## config.mk

```make
export PLATFORM = sky130hd
export DESIGN_NAME = lik_cordic
export DESIGN_NICKNAME = d
export VERILOG_FILES = /design/src/design/lik_pkg.sv /design/src/design/lik_cordic.sv
export SDC_FILE = /design/constraint.sdc
export NUM_CORES = 1
export LEC_CHECK = 0
export BUFFER_PORTS_ARGS = -buffer_cell sky130_fd_sc_hd__buf_2
export CAP_MARGIN = 0
export CORE_UTILIZATION = 55
export DETAILED_ROUTE_END_ITERATION = 7
export GPL_TIMING_DRIVEN = 0
export PLACE_DENSITY = 0.72
export SYNTH_ARGS = -nofsm -noshare
export SYNTH_HDL_FRONTEND = slang
export SYNTH_SLANG_ARGS = --single-unit
```

## constraint.sdc

```tcl
create_clock -name clk -period 18.4 [get_ports clk]
set_clock_uncertainty 0.2 [all_clocks]
set_input_delay 0.92 -clock clk [delete_from_list [all_inputs] [get_ports clk]]
set_output_delay 0.92 -clock clk [all_outputs]
set_load 0.01 [all_outputs]
```

## src/design/lik_pkg.sv

```systemverilog
// Shared types, constants and tables for the three-joint leg solver.
package lik_pkg;

    localparam int CORDIC_ITERATIONS = 16;
    localparam int CORDIC_STEPS = (CORDIC_ITERATIONS < 24) ? CORDIC_ITERATIONS : 24;
    localparam int APB_ADDR_W = 5;

    localparam logic signed [14:0] DEG90 = 15'sd5760;
    localparam logic signed [14:0] DEG180 = 15'sd11520;
    localparam logic signed [24:0] Z_DEG90 = 25'sd5898240;

    localparam logic CMD_ABSOLUTE = 1'b0;
    localparam logic CMD_RELATIVE = 1'b1;

    typedef enum logic [2:0] {
        REG_FEMUR,
        REG_TIBIA,
        REG_MIRROR_X,
        REG_MIRROR_Y,
        REG_OFFSET_X,
        REG_OFFSET_Y,
        REG_OFFSET_Z
    } lik_reg_t;

    typedef enum logic {
        OP_MUL,
        OP_SQRT
    } lik_op_t;

    typedef struct packed {
        logic    start;
        lik_op_t op;
    } lik_ser_req_t;

    typedef enum logic [1:0] {
        SER_IDLE,
        SER_MUL,
        SER_SQRT,
        SER_DONE
    } lik_ser_state_t;

    typedef enum logic [1:0] {
        COR_IDLE,
        COR_NORM,
        COR_ITER,
        COR_DONE
    } lik_cor_state_t;

    typedef enum logic [2:0] {
        ST_IDLE,
        ST_OFS,
        ST_ISSUE,
        ST_WAIT,
        ST_DONE
    } lik_state_t;

    typedef enum logic [3:0] {
        STEP_HIP,
        STEP_SQX,
        STEP_SQY,
        STEP_SQZ,
        STEP_SQF,
        STEP_SQT,
        STEP_SUM,
        STEP_DIF,
        STEP_CHECK,
        STEP_C2,
        STEP_PROD,
        STEP_ROOT_R,
        STEP_ROOT_AT,
        STEP_ELEV,
        STEP_ANG_A,
        STEP_ANG_B
    } lik_step_t;

    // Arctangent of 2^-i in 1/65536 degree.
    function automatic logic [21:0] atan_entry(input logic [4:0] i);
        logic [21:0] v;
        case (i)
            5'd0: v = 22'd2949120;
            5'd1: v = 22'd1740967;
            5'd2: v = 22'd919879;
            5'd3: v = 22'd466945;
            5'd4: v = 22'd234379;
            5'd5: v = 22'd117304;
            5'd6: v = 22'd58666;
            5'd7: v = 22'd29335;
            5'd8: v = 22'd14668;
            5'd9: v = 22'd7334;
            5'd10: v = 22'd3667;
            5'd11: v = 22'd1833;
            5'd12: v = 22'd917;
            5'd13: v = 22'd458;
            5'd14: v = 22'd229;
            5'd15: v = 22'd115;
            5'd16: v = 22'd57;
            5'd17: v = 22'd29;
            5'd18: v = 22'd14;
            5'd19: v = 22'd7;
            5'd20: v = 22'd4;
            5'd21: v = 22'd2;
            5'd22: v = 22'd1;
            default: v = 22'd0;
        endcase
        return v;
    endfunction

endpackage

```

## src/design/lik_cordic.sv

```systemverilog
// Vectoring CORDIC arctangent in 1/64 degree with serial normalization.
module lik_cordic (
    input  logic               clk,
    input  logic               rst_n,
    input  logic               start,
    input  logic [33:0]        ax,
    input  logic signed [33:0] y,
    output logic               done,
    output logic signed [14:0] angle
);
    import lik_pkg::*;

    lik_cor_state_t state_reg, state_next;
    logic [33:0]        nx_reg;
    logic [33:0]        ny_reg;
    logic               neg_reg;
    logic signed [32:0] cx_reg;
    logic signed [32:0] cy_reg;
    logic signed [24:0] z_reg;
    logic [4:0]         i_reg;
    logic [33:0]        ay;
    logic [33:0]        m;
    logic               shift_down;
    logic               shift_up;
    logic signed [32:0] dx;
    logic signed [32:0] dy;
    logic signed [24:0] tab;
    logic [23:0]        r;
    logic [14:0]        rr;
    logic [14:0]        mag;

    assign ay = y[33] ? 34'(-y) : 34'(y);
    assign m = (nx_reg > ny_reg) ? nx_reg : ny_reg;
    assign shift_down = |m[33:30];
    assign shift_up = ~m[29];
    assign dx = cy_reg >>> i_reg;
    assign dy = cx_reg >>> i_reg;
    assign tab = $signed({3'b000, atan_entry(i_reg)});

    always_comb
    begin
        r = z_reg[24] ? 24'd0 : z_reg[23:0];
        rr = 15'((25'(r) + 25'd512) >> 10);
        mag = (rr > 15'(DEG90)) ? 15'(DEG90) : rr;
    end

    always_comb
    begin
        state_next = state_reg;
        case (state_reg)
            COR_IDLE:
            begin
                if (start)
                begin
                    state_next = (ax == '0) ? COR_DONE : COR_NORM;
                end
            end
            COR_NORM:
            begin
                if (!shift_down && !shift_up)
                begin
                    state_next = COR_ITER;
                end
            end
            COR_ITER:
            begin
                if (i_reg == 5'(CORDIC_STEPS - 1))
                begin
                    state_next = COR_DONE;
                end
            end
            COR_DONE: state_next = COR_IDLE;
            default: state_next = COR_IDLE;
        endcase
    end

    always_comb
    begin
        done = (state_reg == COR_DONE);
        angle = neg_reg ? -$signed(mag) : $signed(mag);
    end

    always_ff @(posedge clk or negedge rst_n)
    begin
        if (!rst_n)
        begin
            state_reg <= COR_IDLE;
        end
        else
        begin
            state_reg <= state_next;
        end
    end

    always_ff @(posedge clk)
    begin
        case (state_reg)
            COR_IDLE:
            begin
                neg_reg <= y[33];
                nx_reg <= ax;
                ny_reg <= ay;
                i_reg <= '0;
                z_reg <= (ay == '0) ? 25'sd0 : Z_DEG90;
            end
            COR_NORM:
            begin
                if (shift_down)
                begin
                    nx_reg <= {1'b0, nx_reg[33:1]};
                    ny_reg <= {1'b0, ny_reg[33:1]};
                end
                else if (shift_up)
                begin
                    nx_reg <= {nx_reg[32:0], 1'b0};
                    ny_reg <= {ny_reg[32:0], 1'b0};
                end
                else
                begin
                    cx_reg <= $signed({3'b000, nx_reg[29:0]});
                    cy_reg <= $signed({3'b000, ny_reg[29:0]});
                    z_reg <= '0;
                end
            end
            COR_ITER:
            begin
                if (!cy_reg[32])
                begin
                    cx_reg <= cx_reg + dx;
                    cy_reg <= cy_reg - dy;
                    z_reg <= z_reg + tab;
                end
                else
                begin
                    cx_reg <= cx_reg - dx;
                    cy_reg <= cy_reg + dy;
                    z_reg <= z_reg - tab;
                end
                i_reg <= i_reg + 5'd1;
            end
            default:
            begin
            end
        endcase
    end

endmodule

```

======== Word-level counts from Yosys, hierarchy flattened ========
Memories as Yosys holds them, arrays and structs flattened. A register that Yosys moved wholly into a read port is not among the register bits.
Cells that the tools add are included.
storage, ports and cells
  flip-flop bits (word level) ............. 167
  word-level logic and storage cells ...... 78
  memories ................................ 1
  output and inout bits ................... 16
  ROM bits ................................ 704
operators by class
  order comparisons ....................... 2
  reductions and logical operators ........ 14
  shift-type cells ........................ 2
  multiplexer cells ....................... 31
  equality and inequality tests ........... 10
  add/subtract/negate cells ............... 10
memory list
  name             depth  width  rd ports  clocked after memory_dff  wr ports  line           source
  (no name shown)  32     22     1         1                         0         lik_pkg.sv:79  case (i)
operators with widths
  kind                                                  count
  2-to-1 mux 34 bit                                     6
  2-to-1 mux 33 bit                                     6
  case mux 34 bit (2 select lines)                      2
  case mux 33 bit (2 select lines)                      2
  2-to-1 mux 25 bit                                     3
  case mux 25 bit (3 select lines)                      1
  zero test 34 bit                                      2
  adder 33 bit                                          2
  >>> shifter 33 x 5 -> 33 bit                          2
  subtractor 33 bit                                     2
  > comparator 34 bit                                   1
  negator 34 bit                                        1
  2-to-1 mux 15 bit                                     2
  adder 24 x 10 -> 25 bit, second input constant        1
  adder 25 x 23 -> 25 bit                               1
  subtractor 25 x 23 -> 25 bit                          1
  2-to-1 mux 24 bit                                     1
  2-to-1 mux 23 bit                                     1
  > comparator 15 x 13 -> 1 bit, second input constant  1
  negator 15 bit                                        1
  != test 2 bit, second input constant                  5
  case mux 5 bit (2 select lines)                       1
  AND reduction 3 bit                                   3
  2-to-1 mux 2 bit                                      4
  other kinds (14)                                      17

======== Longest topological paths before layout ========
  depth in word-level cells ............... 7
  gate-level depth with buffers ........... 28
  gate-level depth less buffers ........... 24

======== Worst setup path after synthesis ========
No wires, ideal clock.
  path type ............................... register to register
  start point ............................. register state_reg[0]
  end point ............................... register nx_reg[0] (enable)
  cell stages (with the launch flop) ...... 6
  data required time ...................... 17.612 ns
  slack ................................... 11.720 ns
  setup time .............................. 0.588 ns
  clock period less this slack ............ 6.680 ns
  path buffers ............................ 3
  arrival ................................. 5.892 ns
  path through ............................ dfrtp_1 > ha_1 > clkbuf_1 > clkbuf_1 > clkbuf_1 > o21ai_0
between the ends
  cells in the longest elaborated chain, start to end .. 3
RTL lines
  what                                                             line               source
  start, declared                                                  lik_cordic.sv:13   lik_cor_state_t state_reg, state_next;
  start signal, assigned                                           lik_cordic.sv:91   state_reg <= state_next;
  equality test 2 x 1 -> 1 bit or zero test 2 bit (tied branches)  lik_cordic.sv:97   case (state_reg)
  != test 3 bit (no line) or nonzero test 2 bit (tied branches)    n/a
  AND reduction 2 bit (no line) *                                  n/a
  end signal, assigned                                             lik_cordic.sv:110  nx_reg <= {1'b0, nx_reg[33:1]};
  end signal, assigned                                             lik_cordic.sv:115  nx_reg <= {nx_reg[32:0], 1'b0};
  end, declared                                                    lik_cordic.sv:14   logic [33:0] nx_reg;
Every way passes the cells marked *; elsewhere a longest branch is shown, timed or not.
A chain may end at the register's enable or synchronous reset.

======== Worst setup path in the final report ========
  start point ............................. register i_reg[1]
  end point ............................... register cx_reg[27] (data pin)
between the ends
  cells in the longest elaborated chain, start to end .. 4
RTL lines
  what                                               line                                  source
  start, declared                                    lik_cordic.sv:20                      logic [4:0] i_reg;
  start signal, assigned                             lik_cordic.sv:139                     i_reg <= i_reg + 5'd1;
  >>> shifter 33 x 5 -> 33 bit *                     lik_cordic.sv:36                      assign dx = cy_reg >>> i_reg;
  adder 33 bit or subtractor 33 bit (tied branches)  lik_cordic.sv:129, lik_cordic.sv:135
  2-to-1 mux 33 bit *                                lik_cordic.sv:127                     if (!cy_reg[32])
  case mux 33 bit (2 select lines) *                 lik_cordic.sv:97
  end signal, assigned                               lik_cordic.sv:120                     cx_reg <= $signed({3'b000, nx_reg[29:0]});
  end signal, assigned                               lik_cordic.sv:129                     cx_reg <= cx_reg + dx;
  end signal, assigned                               lik_cordic.sv:135                     cx_reg <= cx_reg - dx;
  end, declared                                      lik_cordic.sv:17                      logic signed [32:0] cx_reg;
Marks and branches as above.

==> flow_metrics.py <==
metrics = {
    "clock_tree": {
        "cts_resized": 0,
        "insertion_delay_ns": 0.47,
        "hold_buffers": 0,
        "clkSinkCount": 189,
        "clockRootBuffer": "clkbuf_16",
        "cts.reportedPaths.clkPinSlew_ns": 0.08,
        "htree_levels": 4,
        "cts_tree": "yes",
        "cts_setup_buffers": 0,
        "cts.path.max_buffers": 2,
        "numCtsBuffers": 17,
    },
    "timing": {
        "final_hold_viol_count": 0,
        "slew_headroom_pct": 18.0,
        "whs_ns": 0.0274,
        "finalSetupViolCount": 0,
        "timing.fmax_mhz": 120,
        "timing.final.crit_share_pct": 45.2,
        "setup_tns_ns": 0,
        "rsz0062_at_grt": "no",
        "min_period_ns": 8.32,
        "tightest_slew_ns": 1.23,
        "final_max_slew_viol_count": 0,
    },
    "worst_setup_path": {
        "setup.worst_path.end": "cx_reg[27]",
        "ff2ff_path_depth": 27,
        "crit_type": "flop to flop",
        "crit_start": "i_reg[1]",
        "path_max_fanout": 10,
        "worstReg2RegEnd": "cx_reg[27]",
        "worstSetupStartpointType": "flop",
        "worstSetupEndpointType": "flop",
        "r2r_setup_slack_ns": 10.08,
        "arrival_ns": 8.31,
        "crit_required_ns": 18.40,
        "r2r_start": "i_reg[1]",
    },
    "route": {
        "drtPass1Iterations": 7,
        "dr.first_iter.drc_count": 3028,
        "wl_per_cell_microns": 28.4,
        "routed_wl_microns": 89100,
        "vias": 22200,
        "ant_nets": 0,
        "drc": 0,
        "avgViaCountPerCell": 7.09,
    },
    "global_routing": {
        "gr-usage-met2_pct": 65.1,
        "grt_usage_pct": 43.0,
        "antenna_found_initial": 1,
        "grt.met1_usage_pct": 59.3,
        "first_global_vias": 21100,
        "grt_pass1_wl_microns": 132000,
        "gr-max-usage-layer": "met2",
        "grt_max_degree": 46,
        "gr-usage-met3_pct": 8.28,
        "gr-total-overflow": 0,
    },
    "final_layout": {
        "multi_input_area_sq_mm": 0.0158,
        "layout_commonest_cell": "nor2_1",
        "antennaDiodeCount": 0,
        "regArea_sq_mm": 0.00545,
        "fillers": 3405,
        "final_cell_area_sq_mm": 0.0240,
        "final_cell_mix": "216 x nor2_1, 205 x a21oi_1, 174 x nand2_1",
        "nets": 2817,
        "area_growth_pct": 7.87,
        "fin_cells": 3134,
        "layout-drive-gt1-share_pct": 14.6,
    },
    "synthesis": {
        "ys.flop_type": "edfxtp_1",
        "yosys-top-cells-area": "edfxtp_1 22%, ha_1 8.3%, mux4_2 6.7%, xnor2_1 5.1%, mux2_2 4.9%",
        "synth_top_area_cell": "edfxtp_1",
        "synth_cells": 2490,
        "ys_seq_area_share_pct": 24.4,
        "yosys.area.top_type_share_pct": 22.2,
        "synthesis.area_sq_mm": 0.0223,
        "async_reset_ff_share_pct": 1.06,
        "synth_cell_type_count": 102,
        "synth-edff-count": 165,
        "syn_nets": 2711,
        "syn_avg_cell_area_sq_um": 8.95,
        "ys_warn_count": 0,
        "synth-seq-cells": 189,
    },
    "place": {
        "dp.cells": 3102,
        "port_buffers": 83,
        "place.gp.congestion": 1.09,
        "dp_hpwl_microns": 70900,
        "placed_cell_area_sq_mm": 0.0235,
    },
    "status": {
        "status": "completed",
    },
    "floorplan": {
        "core-area_sq_mm": 0.0398,
        "dieHeight_microns": 203,
        "row_count": 73,
        "initial_core_util_pct": 56.0,
        "dieArea_sq_mm": 0.0413,
        "pin_count": 87,
        "die_x_microns": 203,
    },
    "hold_path": {
        "hold_path.class": "input port to asynchronous set/reset pin",
    },
    "flow_run": {
        "cap_violations": 0,
    },
}
## area by class of cell
type / count / area share (%)
Multi-Input combinational cell: 2078 / 65.7
Sequential cell: 189 / 22.7
Clock buffer: 20 / 1.95
Clock inverter: 12 / 0.489
Buffer: 133 / 3.00
Inverter: 90 / 1.41
Timing Repair Buffer: 87 / 2.04
Tap cell: 525 / 2.73
## critical path, cell delays in order (launching register included)
cell,delay (ns)
edfxtp_1,0.38
buf_6,0.24
buf_4,0.29
buf_4,0.29
buf_2,0.44
mux4_2,0.47
mux2i_2,0.52
o221a_2,0.43
ha_1,0.20
inv_1,0.05
a311o_1,0.36
nor4_4,0.30
nand4_2,0.22
or4b_1,0.52
buf_6,0.16
or2_1,0.28
o21ai_0,0.22
ha_1,0.39
a21o_1,0.19
a21o_1,0.18
a21o_1,0.18
a21o_1,0.18
a21oi_1,0.22
nor2b_1,0.07
a311o_1,0.32
a21oi_1,0.24
xor2_1,0.32
mux2i_1,0.12
## cell families (layout without fill, tap and decap cells)
logic type | Yosys count | in the layout | share of synthesized area, %
AND/OR/NAND/NOR | 758 | 758 | 16.9
flip-flops | 189 | 189 | 24.4
multiplexers | 285 | 285 | 17.6
AO/OA/AOI/OAI | 696 | 696 | 20.3
buffers and inverters | 223 | 342 | 4.75
XOR/XNOR | 189 | 189 | 7.49
adder cells (fa/ha/maj) | 150 | 150 | 8.52
## stage by stage
step                      worst slack (ns)  utilization [%]
final                                10.08             60.4
after global routing                  9.73             60.4
after CTS                            10.36             60.4
after detailed placement             10.43             58.9
after global placement                9.76             58.7
after floorplan                      11.72                -
## cells in the mapped netlist (10+ instances only)
cell type	n
a21oi_1	205
mux4_2	66
o31ai_1	20
nor3b_1	18
and3_1	20
xor2_1	59
nand3_1	59
edfxtp_1	165
mux2_2	97
dfxtp_1	22
clkbuf_1	72
mux2i_1	109
xnor2_1	129
a21o_1	70
ha_1	147
o21ai_0	124
o21bai_1	18
or3_1	18
buf_4	11
nand4_1	29
nor4_1	27
a311oi_1	10
nand2b_1	24
inv_1	87
nor3_1	53
nor2b_1	44
buf_2	29
or2_2	11
a211oi_1	21
o211ai_1	17
nor2_1	216
o22ai_1	25
a31oi_1	30
a22oi_1	15
and2_1	24
nand2_1	174
o21a_1	22
## worst min-delay path by stage
stage / from / end / slack [ns] / cells after the start
after CTS: rst_n / state_reg[0] / 0.02 / 1
after floorplan: state_reg[0] / state_reg[0] / 0.36 / 1
after global placement: state_reg[0] / state_reg[0] / 0.39 / 1
after detailed placement: state_reg[1] / state_reg[1] / 0.42 / 2
after global routing: rst_n / state_reg[0] / 0.02 / 1
final: rst_n / state_reg[0] / 0.03 / 1
## metal layers
metal,vias to the layer above,share of wire [%]
met3,267,11
li1,9667,-
met4,2,4.9
met5,-,0.013
met1,10700,41
met2,1542,43
Power is not shown: default switching activity piles up to over one toggle a cycle in this logic, so the estimate is an artifact.
