File: src/design/lik_pkg.sv
// Shared types, constants and tables for the three-joint leg solver.
package lik_pkg;

    localparam int CORDIC_ITERATIONS = 16;
    localparam int CORDIC_STEPS = (CORDIC_ITERATIONS < 24) ? CORDIC_ITERATIONS : 24;
    localparam int APB_ADDR_W = 5;

    localparam logic signed [14:0] DEG90 = 15'sd5760;
    localparam logic signed [14:0] DEG180 = 15'sd11520;
    localparam logic signed [24:0] Z_DEG90 = 25'sd5898240;

    localparam logic CMD_ABSOLUTE = 1'b0;
    localparam logic CMD_RELATIVE = 1'b1;

    typedef enum logic [2:0] {
        REG_FEMUR,
        REG_TIBIA,
        REG_MIRROR_X,
        REG_MIRROR_Y,
        REG_OFFSET_X,
        REG_OFFSET_Y,
        REG_OFFSET_Z
    } lik_reg_t;

    typedef enum logic {
        OP_MUL,
        OP_SQRT
    } lik_op_t;

    typedef struct packed {
        logic    start;
        lik_op_t op;
    } lik_ser_req_t;

    typedef enum logic [1:0] {
        SER_IDLE,
        SER_MUL,
        SER_SQRT,
        SER_DONE
    } lik_ser_state_t;

    typedef enum logic [1:0] {
        COR_IDLE,
        COR_NORM,
        COR_ITER,
        COR_DONE
    } lik_cor_state_t;

    typedef enum logic [2:0] {
        ST_IDLE,
        ST_OFS,
        ST_ISSUE,
        ST_WAIT,
        ST_DONE
    } lik_state_t;

    typedef enum logic [3:0] {
        STEP_HIP,
        STEP_SQX,
        STEP_SQY,
        STEP_SQZ,
        STEP_SQF,
        STEP_SQT,
        STEP_SUM,
        STEP_DIF,
        STEP_CHECK,
        STEP_C2,
        STEP_PROD,
        STEP_ROOT_R,
        STEP_ROOT_AT,
        STEP_ELEV,
        STEP_ANG_A,
        STEP_ANG_B
    } lik_step_t;

    // Arctangent of 2^-i in 1/65536 degree.
    function automatic logic [21:0] atan_entry(input logic [4:0] i);
        logic [21:0] v;
        case (i)
            5'd0: v = 22'd2949120;
            5'd1: v = 22'd1740967;
            5'd2: v = 22'd919879;
            5'd3: v = 22'd466945;
            5'd4: v = 22'd234379;
            5'd5: v = 22'd117304;
            5'd6: v = 22'd58666;
            5'd7: v = 22'd29335;
            5'd8: v = 22'd14668;
            5'd9: v = 22'd7334;
            5'd10: v = 22'd3667;
            5'd11: v = 22'd1833;
            5'd12: v = 22'd917;
            5'd13: v = 22'd458;
            5'd14: v = 22'd229;
            5'd15: v = 22'd115;
            5'd16: v = 22'd57;
            5'd17: v = 22'd29;
            5'd18: v = 22'd14;
            5'd19: v = 22'd7;
            5'd20: v = 22'd4;
            5'd21: v = 22'd2;
            5'd22: v = 22'd1;
            default: v = 22'd0;
        endcase
        return v;
    endfunction

endpackage

File: src/design/lik_serial.sv
// Bit-serial multiplier and one-bit-per-cycle integer square root.
module lik_serial (
    input  logic                 clk,
    input  logic                 rst_n,
    input  lik_pkg::lik_ser_req_t req,
    input  logic [63:0]          a_in,
    input  logic [33:0]          b_in,
    output logic                 done,
    output logic [63:0]          result
);
    import lik_pkg::*;

    lik_ser_state_t state_reg, state_next;
    logic [63:0] a_reg;
    logic [33:0] b_reg;
    logic [63:0] acc_reg;
    logic [63:0] bit_reg;
    logic [63:0] trial;

    assign trial = acc_reg + bit_reg;

    always_comb
    begin
        state_next = state_reg;
        case (state_reg)
            SER_IDLE:
            begin
                if (req.start)
                begin
                    state_next = (req.op == OP_MUL) ? SER_MUL : SER_SQRT;
                end
            end
            SER_MUL:
            begin
                if (b_reg == '0)
                begin
                    state_next = SER_DONE;
                end
            end
            SER_SQRT:
            begin
                if (bit_reg == '0)
                begin
                    state_next = SER_DONE;
                end
            end
            SER_DONE: state_next = SER_IDLE;
            default: state_next = SER_IDLE;
        endcase
    end

    always_comb
    begin
        done = (state_reg == SER_DONE);
        result = acc_reg;
    end

    always_ff @(posedge clk or negedge rst_n)
    begin
        if (!rst_n)
        begin
            state_reg <= SER_IDLE;
        end
        else
        begin
            state_reg <= state_next;
        end
    end

    always_ff @(posedge clk)
    begin
        case (state_reg)
            SER_IDLE:
            begin
                a_reg <= a_in;
                b_reg <= b_in;
                acc_reg <= '0;
                bit_reg <= 64'h4000_0000_0000_0000;
            end
            SER_MUL:
            begin
                if (b_reg != '0)
                begin
                    if (b_reg[0])
                    begin
                        acc_reg <= acc_reg + a_reg;
                    end
                    a_reg <= {a_reg[62:0], 1'b0};
                    b_reg <= {1'b0, b_reg[33:1]};
                end
            end
            SER_SQRT:
            begin
                if (bit_reg != '0)
                begin
                    if (a_reg >= trial)
                    begin
                        a_reg <= a_reg - trial;
                        acc_reg <= {1'b0, acc_reg[63:1]} + bit_reg;
                    end
                    else
                    begin
                        acc_reg <= {1'b0, acc_reg[63:1]};
                    end
                    bit_reg <= {2'b00, bit_reg[63:2]};
                end
            end
            default:
            begin
            end
        endcase
    end

endmodule

File: config.mk
export PLATFORM = sky130hd
export DESIGN_NAME = lik_serial
export DESIGN_NICKNAME = d
export VERILOG_FILES = /design/src/design/lik_pkg.sv /design/src/design/lik_serial.sv
export SDC_FILE = /design/constraint.sdc
export NUM_CORES = 1
export LEC_CHECK = 0
export BUFFER_PORTS_ARGS = -buffer_cell sky130_fd_sc_hd__buf_2
export CAP_MARGIN = 20
export CORE_ASPECT_RATIO = 1.75
export CORE_MARGIN = 10
export CORE_UTILIZATION = 40
export CTS_BUF_LIST = sky130_fd_sc_hd__clkbuf_8
export CTS_CLUSTER_DIAMETER = 80
export CTS_CLUSTER_SIZE = 20
export DETAILED_ROUTE_END_ITERATION = 10
export PLACE_DENSITY = 0.56
export SLEW_MARGIN = 30
export SYNTH_ARGS = -nofsm -noshare
export SYNTH_HDL_FRONTEND = slang
export SYNTH_SLANG_ARGS = --single-unit
File: constraint.sdc
create_clock -name clk -period 17.55 [get_ports clk]
set_input_delay 3.51 -clock clk [delete_from_list [all_inputs] [get_ports clk]]
set_output_delay 3.51 -clock clk [all_outputs]
set_load 0.005 [all_outputs]
; Yosys cells after proc, flatten, opt, wreduce, memory -nomap -nowiden
; Index checks and enable logic that the tools add are counted.
[op_classes]
n_mux = 18
div_mod_pow = 0
eq_ne = 10
reduce_logical = 13
add_sub_neg = 4
shifts = 0
n_bitwise = 0
n_lt_le_gt_ge = 1
mul = 0
[ops]
columns = op, n
row1 = $mux 64, 8
row2 = $pmux 64 s3, 2
row3 = $add 64x64->64, 2
row4 = $pmux 64 s2, 1
row5 = $pmux 34 s2, 1
row6 = $add 63x64->64, 1
row7 = $ge 64x64->1, 1
row8 = $logic_not 64->1, 1
row9 = $reduce_bool 64->1, 1
row10 = $sub 64x64->64, 1
row11 = $logic_not 34->1, 1
row12 = $mux 34, 1
row13 = $reduce_bool 34->1, 1
row14 = $ne 2x2->1 const B, 7
row15 = $mux 2, 4
row16 = $pmux 2 s4, 1
row17 = $reduce_and 4->1, 2
row18 = $eq 2x2->1 const B, 2
row19 = $reduce_and 2->1, 2
row20 = $reduce_bool 2->1, 2
row21 = $reduce_and 3->1, 1
row22 = $reduce_bool 3->1, 1
row23 = $eq 2x1->1 const B, 1
row24 = $logic_not 2->1, 1
[word_totals]
output_inout_bits = 65
mem_bits_ro = 0
n_memories = 0
word_cells = 51
mem_bits_rw = 0
regBits = 228
latch_bits = 0
in_bits = 102

; Longest topological paths before layout
; Gate-level depths: netlist (run 1).
[depth]
word_depth = 5
depth_mapped = 28
depth_no_buf = 25

; Worst setup path before layout (run 1)
; Ideal clock, no wire load.
[synth_timing]
kind = flip-flop to flip-flop
from = register acc_reg[20], in the netlist result[20]
to = register a_reg[0], enable pin
required_time_ps = 17064
n_path_buf = 3
path_stages_with_launch = 26
path_slack_ps = 9449
t_arrival_ps = 7614
synth_period_minus_slack_ps = 8101
setup_ps = 486
cell_sequence = edfxtp_1 -> ha_1 -> a31oi_1 -> nor3_1 -> a311oi_2 -> o2111ai_2 -> a41oi_4 -> o21ai_4 -> a2111oi_1 -> or3_4 -> o21a_4 -> o21bai_1 -> xnor2_1 -> ha_1 -> clkbuf_1 -> and3_1 -> clkbuf_1 -> nand2_1 -> nor2_1 -> nor2_1 -> o21ai_1 -> or3_1 -> o22a_1 -> clkbuf_1 -> nor2_1 -> nor2_1
[synth_between]
elab_chain_len = 4
[synth_rtl]
columns = element, line_no
row1 = from (decl), lik_serial.sv:16  ; logic [63:0] acc_reg;
row2 = from (signal assigned), lik_serial.sv:86  ; acc_reg <= acc_reg + a_reg;
row3 = from (signal assigned), lik_serial.sv:99  ; acc_reg <= {1'b0, acc_reg[63:1]} + bit_reg;
row4 = from (signal assigned), lik_serial.sv:103  ; acc_reg <= {1'b0, acc_reg[63:1]};
row5 = $add 64x64->64, lik_serial.sv:20  ; assign trial = acc_reg + bit_reg;
row6 = $ge 64x64->1, lik_serial.sv:96  ; if (a_reg >= trial)
row7 = $ne 2x2->1 (no source line), n/a
row8 = $reduce_and 4->1 (no source line), n/a
row9 = to (signal assigned), lik_serial.sv:75  ; a_reg <= a_in;
row10 = to (signal assigned), lik_serial.sv:88  ; a_reg <= {a_reg[62:0], 1'b0};
row11 = to (signal assigned), lik_serial.sv:98  ; a_reg <= a_reg - trial;
row12 = to (decl), lik_serial.sv:14  ; logic [63:0] a_reg;
; No other way between the ends.
; A chain may end at the register's enable or synchronous reset.

; Worst setup path after layout (run 1)
[layout_timing]
from = register acc_reg[4], in the netlist result[4]
to = register a_reg[19], enable pin
; The elaborated chain is that of the path after synthesis.

==> results of run 1 <==
==> worst max-delay path, stage by stage (launching register included) <==
cell	delay [ns]
edfxtp_1	0.56
ha_1	0.42
a211oi_1	0.44
a211oi_4	0.11
a21o_1	0.22
a21oi_1	0.26
o21ai_1	0.16
a31o_1	0.26
a31oi_1	0.27
o21ai_1	0.15
a31oi_1	0.28
xor2_1	0.41
ha_1	0.35
nand2_1	0.13
nor2_1	0.23
nand2_1	0.07
or3_1	0.34
a21oi_1	0.34
o22a_2	0.22
buf_4	0.54
nor2_1	0.32
nor2_4	0.16
buf_4	0.70
==> cell families (layout without fill, tap and decap cells) <==
| family | Yosys count | after routing | share of synthesized area [%] |
|---|---|---|---|
| other | 0 | 2 | 0 |
| xor gates and xnor gates | 235 | 235 | 9.92 |
| and+or+nand+nor | 786 | 786 | 17.8 |
| AOI/OAI and AO/OA | 851 | 851 | 26.9 |
| muxes | 36 | 36 | 1.93 |
| DFF | 196 | 196 | 28.3 |
| adders and majority gates | 200 | 200 | 12.1 |
| buffers and inverters | 166 | 264 | 3.06 |
==> final cells by class <==
class | instances | area (sq um)
Sequential cell | 196 | 5880
Clock inverter | 15 | 188
Antenna cell | 2 | 5.00
Fill cell | 5389 | 28900
Inverter | 47 | 176
Tap cell | 672 | 841
Timing Repair Buffer | 185 | 973
Multi-Input combinational cell | 2108 | 14300
Clock buffer | 17 | 234
==> layer usage <==
metal | up-vias | part of all wire, % | wire length [microns]
li1 | 9539 | - | -
met1 | 9864 | 32 | 28700
met2 | 836 | 51 | 45800
met3 | 346 | 5.0 | 4500
met4 | 2 | 11 | 10200
met5 | - | 0.012 | 11
==> worst paths after layout <==
kind,cells after the start,slack [ns],startpoint,endpoint
max,22,10.12,result[4],a_reg[19]
min,1,0.59,b_reg[13],b_reg[12]
max reg2reg,22,10.12,result[4],a_reg[19]
min reg2reg,1,0.59,b_reg[13],b_reg[12]
max in group asynchronous,1,14.75,rst_n,state_reg[1]
min in group asynchronous,1,2.70,rst_n,state_reg[0]
==> placed cells by master, fill, tap and decap left out, types with 16 or more instances in the layout <==
cell type / instances
mux2_2: 33
nor3_1: 42
a31oi_1: 72
and2_1: 46
nand2_1: 231
nand2b_1: 16
o211ai_1: 26
edfxtp_1: 194
nand3_1: 42
inv_1: 45
a221oi_1: 35
o21ai_0: 91
nor2b_1: 24
nor4_1: 23
buf_4: 19
buf_2: 166
o21a_1: 25
o22ai_1: 37
xor2_1: 114
o21bai_1: 41
a22oi_1: 26
a211oi_1: 21
ha_1: 195
clkbuf_8: 17
a21oi_1: 211
o21ai_1: 70
nand4_1: 70
a21o_1: 73
nor2_1: 238
xnor2_1: 121
==> cell usage after synthesis (42+ instances only) <==
cell and count:
nor2_1 240, nand4_1 70, a21o_1 73, ha_1 198, xor2_1 114, nand2_1 232, and2_1 46, clkbuf_1 106
nand3_1 42, a21oi_1 212, a31oi_1 72, xnor2_1 121, inv_1 44, edfxtp_1 194, nor3_1 42, o21ai_1 70
o21ai_0 91
==> metrics by stage <==
stage                     cell area, sq um  util, %  setup WS (ns)
after floorplan                      20800        -           9.45
after global placement               22200     43.1          10.33
after detailed placement             22200     43.1          10.27
after CTS                            22600     43.9          10.21
after global routing                 22600     43.9           9.71
final                                22600     43.9          10.12
==> results.toml, run 1 <==
[run_status]
status = "complete, no violations"

[clocking]
cts_resized = 0
tritoncts = "yes"
cts_root_buf = "clkbuf_8"
postCtsSetupBuffers = 0
cts_buffers = 17
clock_sinks = 196
clk_pin_slew_worst_paths_ns = 0.11
htree_levels = 4
cts.path.max_buffers = 2
clock_latency_ns = 0.57
holdBufCountCts = 0

[yosys]
postSynthCellCount = 2470
synth_warnings = 0
synth_edf_count = 194
yosysSeqAreaShare_pct = 28.3
yosysTopAreaCell = "edfxtp_1"
syn_area_sq_um = 20800
synthFlopType = "edfxtp_1"
ys_top_cells_by_area = "edfxtp_1, ha_1, a21oi_1, xnor2_1, xor2_1"
syn-num-nets = 2772
synth.ff_latch_count = 196
synth_top_area_share_pct = 28.1
synth_cell_type_count = 87
ys_async_sr_fraction_pct = 1.02
synth_area_per_cell_sq_um = 8.40

[setup_path]
path_class = "flip-flop to flip-flop"
worstPathArrival_ns = 7.62
start_kind = "flip-flop"
worstPathMaxFanout = 64
cp-end-kind = "flip-flop"
cp.required_ns = 17.74

[grt]
grt_pass1_wl_microns = 130000
first_global_vias = 21100
use_met3_pct = 4.78
antenna_found_initial = 3
grt-busiest-layer = "met2"
overflow = 0
grtUsageMet2_pct = 51.0
grt_start_max_net_pins = 67
global_route.usage.met1_pct = 25.4
gr-usage-all-layers_pct = 28.2

[drt]
via_count = 20600
ant_nets = 0
drt_iter0_drc = 1544
drc = 0
wl_per_cell_microns = 27.5
dr.pass1.iters = 6
wl_microns = 89200
vias_per_cell = 6.35

[sta]
relSlewSlack_pct = 30.2
worst_pin_slew_ns = 1.04
min_period_ns = 7.43
slew_viol_final = 0
fin_setup_tns_ns = 0
finalSetupViolations = 0
skew_ns = 0.0219
hold_ws_ns = 0.592
rsz0062_at_grt = "no"
max_clock_freq_mhz = 135
period_share_pct = 42.3
finalHoldViolCount = 0

[die]
ios = 167
initial_utilization_pct = 40.3
coreArea_sq_um = 51500
die_h_microns = 321
std_cell_rows = 110
dieArea_sq_um = 61800
die_x_microns = 192

[final_layout]
area_growth_pct = 8.83
drive_gt1_share_pct = 10.9
layout.nets = 2857
final_cell_count_no_fill = 3242

[placed_design]
io_buffers = 166
place.gp.congestion = 1.02
dp.cells = 3208
hpwl_microns = 71500

[job]
cap_violations = 0

[worst_hold_path]
hold_path.class = "flip-flop to flip-flop"
Power of run 1 is left out: the tool's default activity adds up to more than one toggle a clock period on the data nets, which glitch-free logic cannot reach.
==> run 2, diff against run 1 <==
Settings changed: PLACE_DENSITY 0.56 to 0.58.
Clock period 17.55 ns to 6.6 ns, I/O delays scaled along.
==> run 2 against run 1 <==
Net effect: first-iteration DRC count decreased by 6.3%; critical path depth unchanged; critical path type unchanged; fmax increased by 15%; final cell count increased by 1.7%; global-route usage increased by 1.9 points; wire length increased by 6.0%; non-clock buffer count increased by 55; register-to-register slack got worse by 10 ns; sequential share of layout area decreased by 0.61 points.
==> results.toml, run 2 (synthesis results as in run 1) <==
[drt]
dr.pass1.iters = 7
ant_nets = 0
wl_per_cell_microns = 28.7
wl_microns = 94600
drt_iter0_drc = 1447
vias_per_cell = 6.40
via_count = 21100
drc = 0

[die]
dieArea_sq_um = 61800
die_x_microns = 192
ios = 167
std_cell_rows = 110
die_h_microns = 321
initial_utilization_pct = 40.3
coreArea_sq_um = 51500

[setup_path]
cp.required_ns = 6.83
cp-end-kind = "flip-flop"
path_class = "flip-flop to flip-flop"
worstPathArrival_ns = 6.71
start_kind = "flip-flop"
worstPathMaxFanout = 64

[sta]
min_period_ns = 6.48
skew_ns = 0.0201
period_share_pct = 98.1
finalHoldViolCount = 0
slew_viol_final = 0
relSlewSlack_pct = 31.1
max_clock_freq_mhz = 154
rsz0062_at_grt = "no"
worst_pin_slew_ns = 1.02
finalSetupViolations = 0

[grt]
grt_start_max_net_pins = 65
gr-usage-all-layers_pct = 30.1
overflow = 0
antenna_found_initial = 2
grt_pass1_wl_microns = 137000
first_global_vias = 21700

[final_layout]
area_growth_pct = 11.5
final_cell_mix = "nor2_1, nand2_1, a21oi_1"
layout.nets = 2912
final_common_cell = "nor2_1"
final_cell_count_no_fill = 3298
drive_gt1_share_pct = 13.3

[clocking]
cts_buffers = 17
postCtsSetupBuffers = 0
clock_latency_ns = 0.57
cts.path.max_buffers = 2
tritoncts = "yes"
clock_sinks = 196
clk_pin_slew_worst_paths_ns = 0.13
cts_root_buf = "clkbuf_8"
htree_levels = 4

[run_status]
status = "complete, no violations"

[placed_design]
hpwl_microns = 76400
place.gp.congestion = 1.00
io_buffers = 166
dp.cells = 3263

[job]
cap_violations = 0

[worst_hold_path]
hold_path.class = "input port to async pin"
-- run 2: layout make-up --
cell class,count,area (sq um)
Inverter,47,176
Antenna cell,3,7.51
Tap cell,672,841
Fill cell,5330,28300
Multi-Input combinational cell,2108,14400
Timing Repair Buffer,240,1420
Clock buffer,17,234
Clock inverter,15,209
Sequential cell,196,5880
-- run 2: path summary, 6_finish.rpt --
check / to / startpoint / slack (ns) / cells after the start
worst max-delay path: a_reg[6] / bit_reg[20] / 0.12 / 22
worst min-delay path: state_reg[1] / rst_n / 0.54 / 1
worst max register to register: a_reg[6] / bit_reg[20] / 0.12 / 22
worst min register to register: b_reg[21] / b_reg[22] / 0.59 / 1
max in group asynchronous: state_reg[0] / rst_n / 5.95 / 1
min in group clk: b_reg[21] / b_reg[22] / 0.59 / 1
-- run 2: repair_timing --
item / in CTS / in global routing
endpoints found under the setup margin: 0 / 81
hold buffers: 0 / 0
gates resized for setup: 0 / 14
-- run 2: critical path: stages, from the launching register on --
cell,delay (ns)
edfxtp_1,0.47
ha_1,0.38
a31oi_1,0.29
nor3_1,0.10
a311oi_2,0.50
o2111ai_2,0.28
a41oi_4,0.29
o21ai_4,0.10
a2111oi_1,0.46
or3_4,0.23
o21a_4,0.15
o21bai_1,0.08
xnor2_1,0.21
ha_1,0.37
a21oi_1,0.20
o21ai_0,0.15
nor2_1,0.14
o21ai_1,0.12
or3_1,0.37
o22a_2,0.26
nor2_1,0.56
nor2_4,0.09
buf_12,0.20
-- run 2: metrics by stage --
step / setup slack [ns] / hold WS (ns) / setup TNS, ns / utilization [%] / instance area [sq um]
2_1_floorplan: 0.268 / 0.520 / 0 / - / 20800
3_3_place_gp: -0.0777 / 0.560 / -0.0811 / 43.9 / 22600
3_5_place_dp: 0.0526 / 0.566 / 0 / 43.9 / 22600
4_1_cts: 0.00259 / 0.509 / 0 / 44.8 / 23100
5_1_grt: 0.000709 / 0.513 / 0 / 44.9 / 23100
6_report: 0.123 / 0.540 / 0 / 44.9 / 23100
-- run 2: routing by layer --
metal / part of all wire, % / GRT usage [%] / wire [microns] / up-vias
met5: 0 / 0 / 0 / -
met4: 12 / 31.4 / 11600 / 0
met3: 4.8 / 5.03 / 4540 / 398
met2: 52 / 55.3 / 49600 / 911
met1: 31 / 25.7 / 28900 / 10100
li1: - / - / - / 9658
Power of run 2 is left out for the same reason.
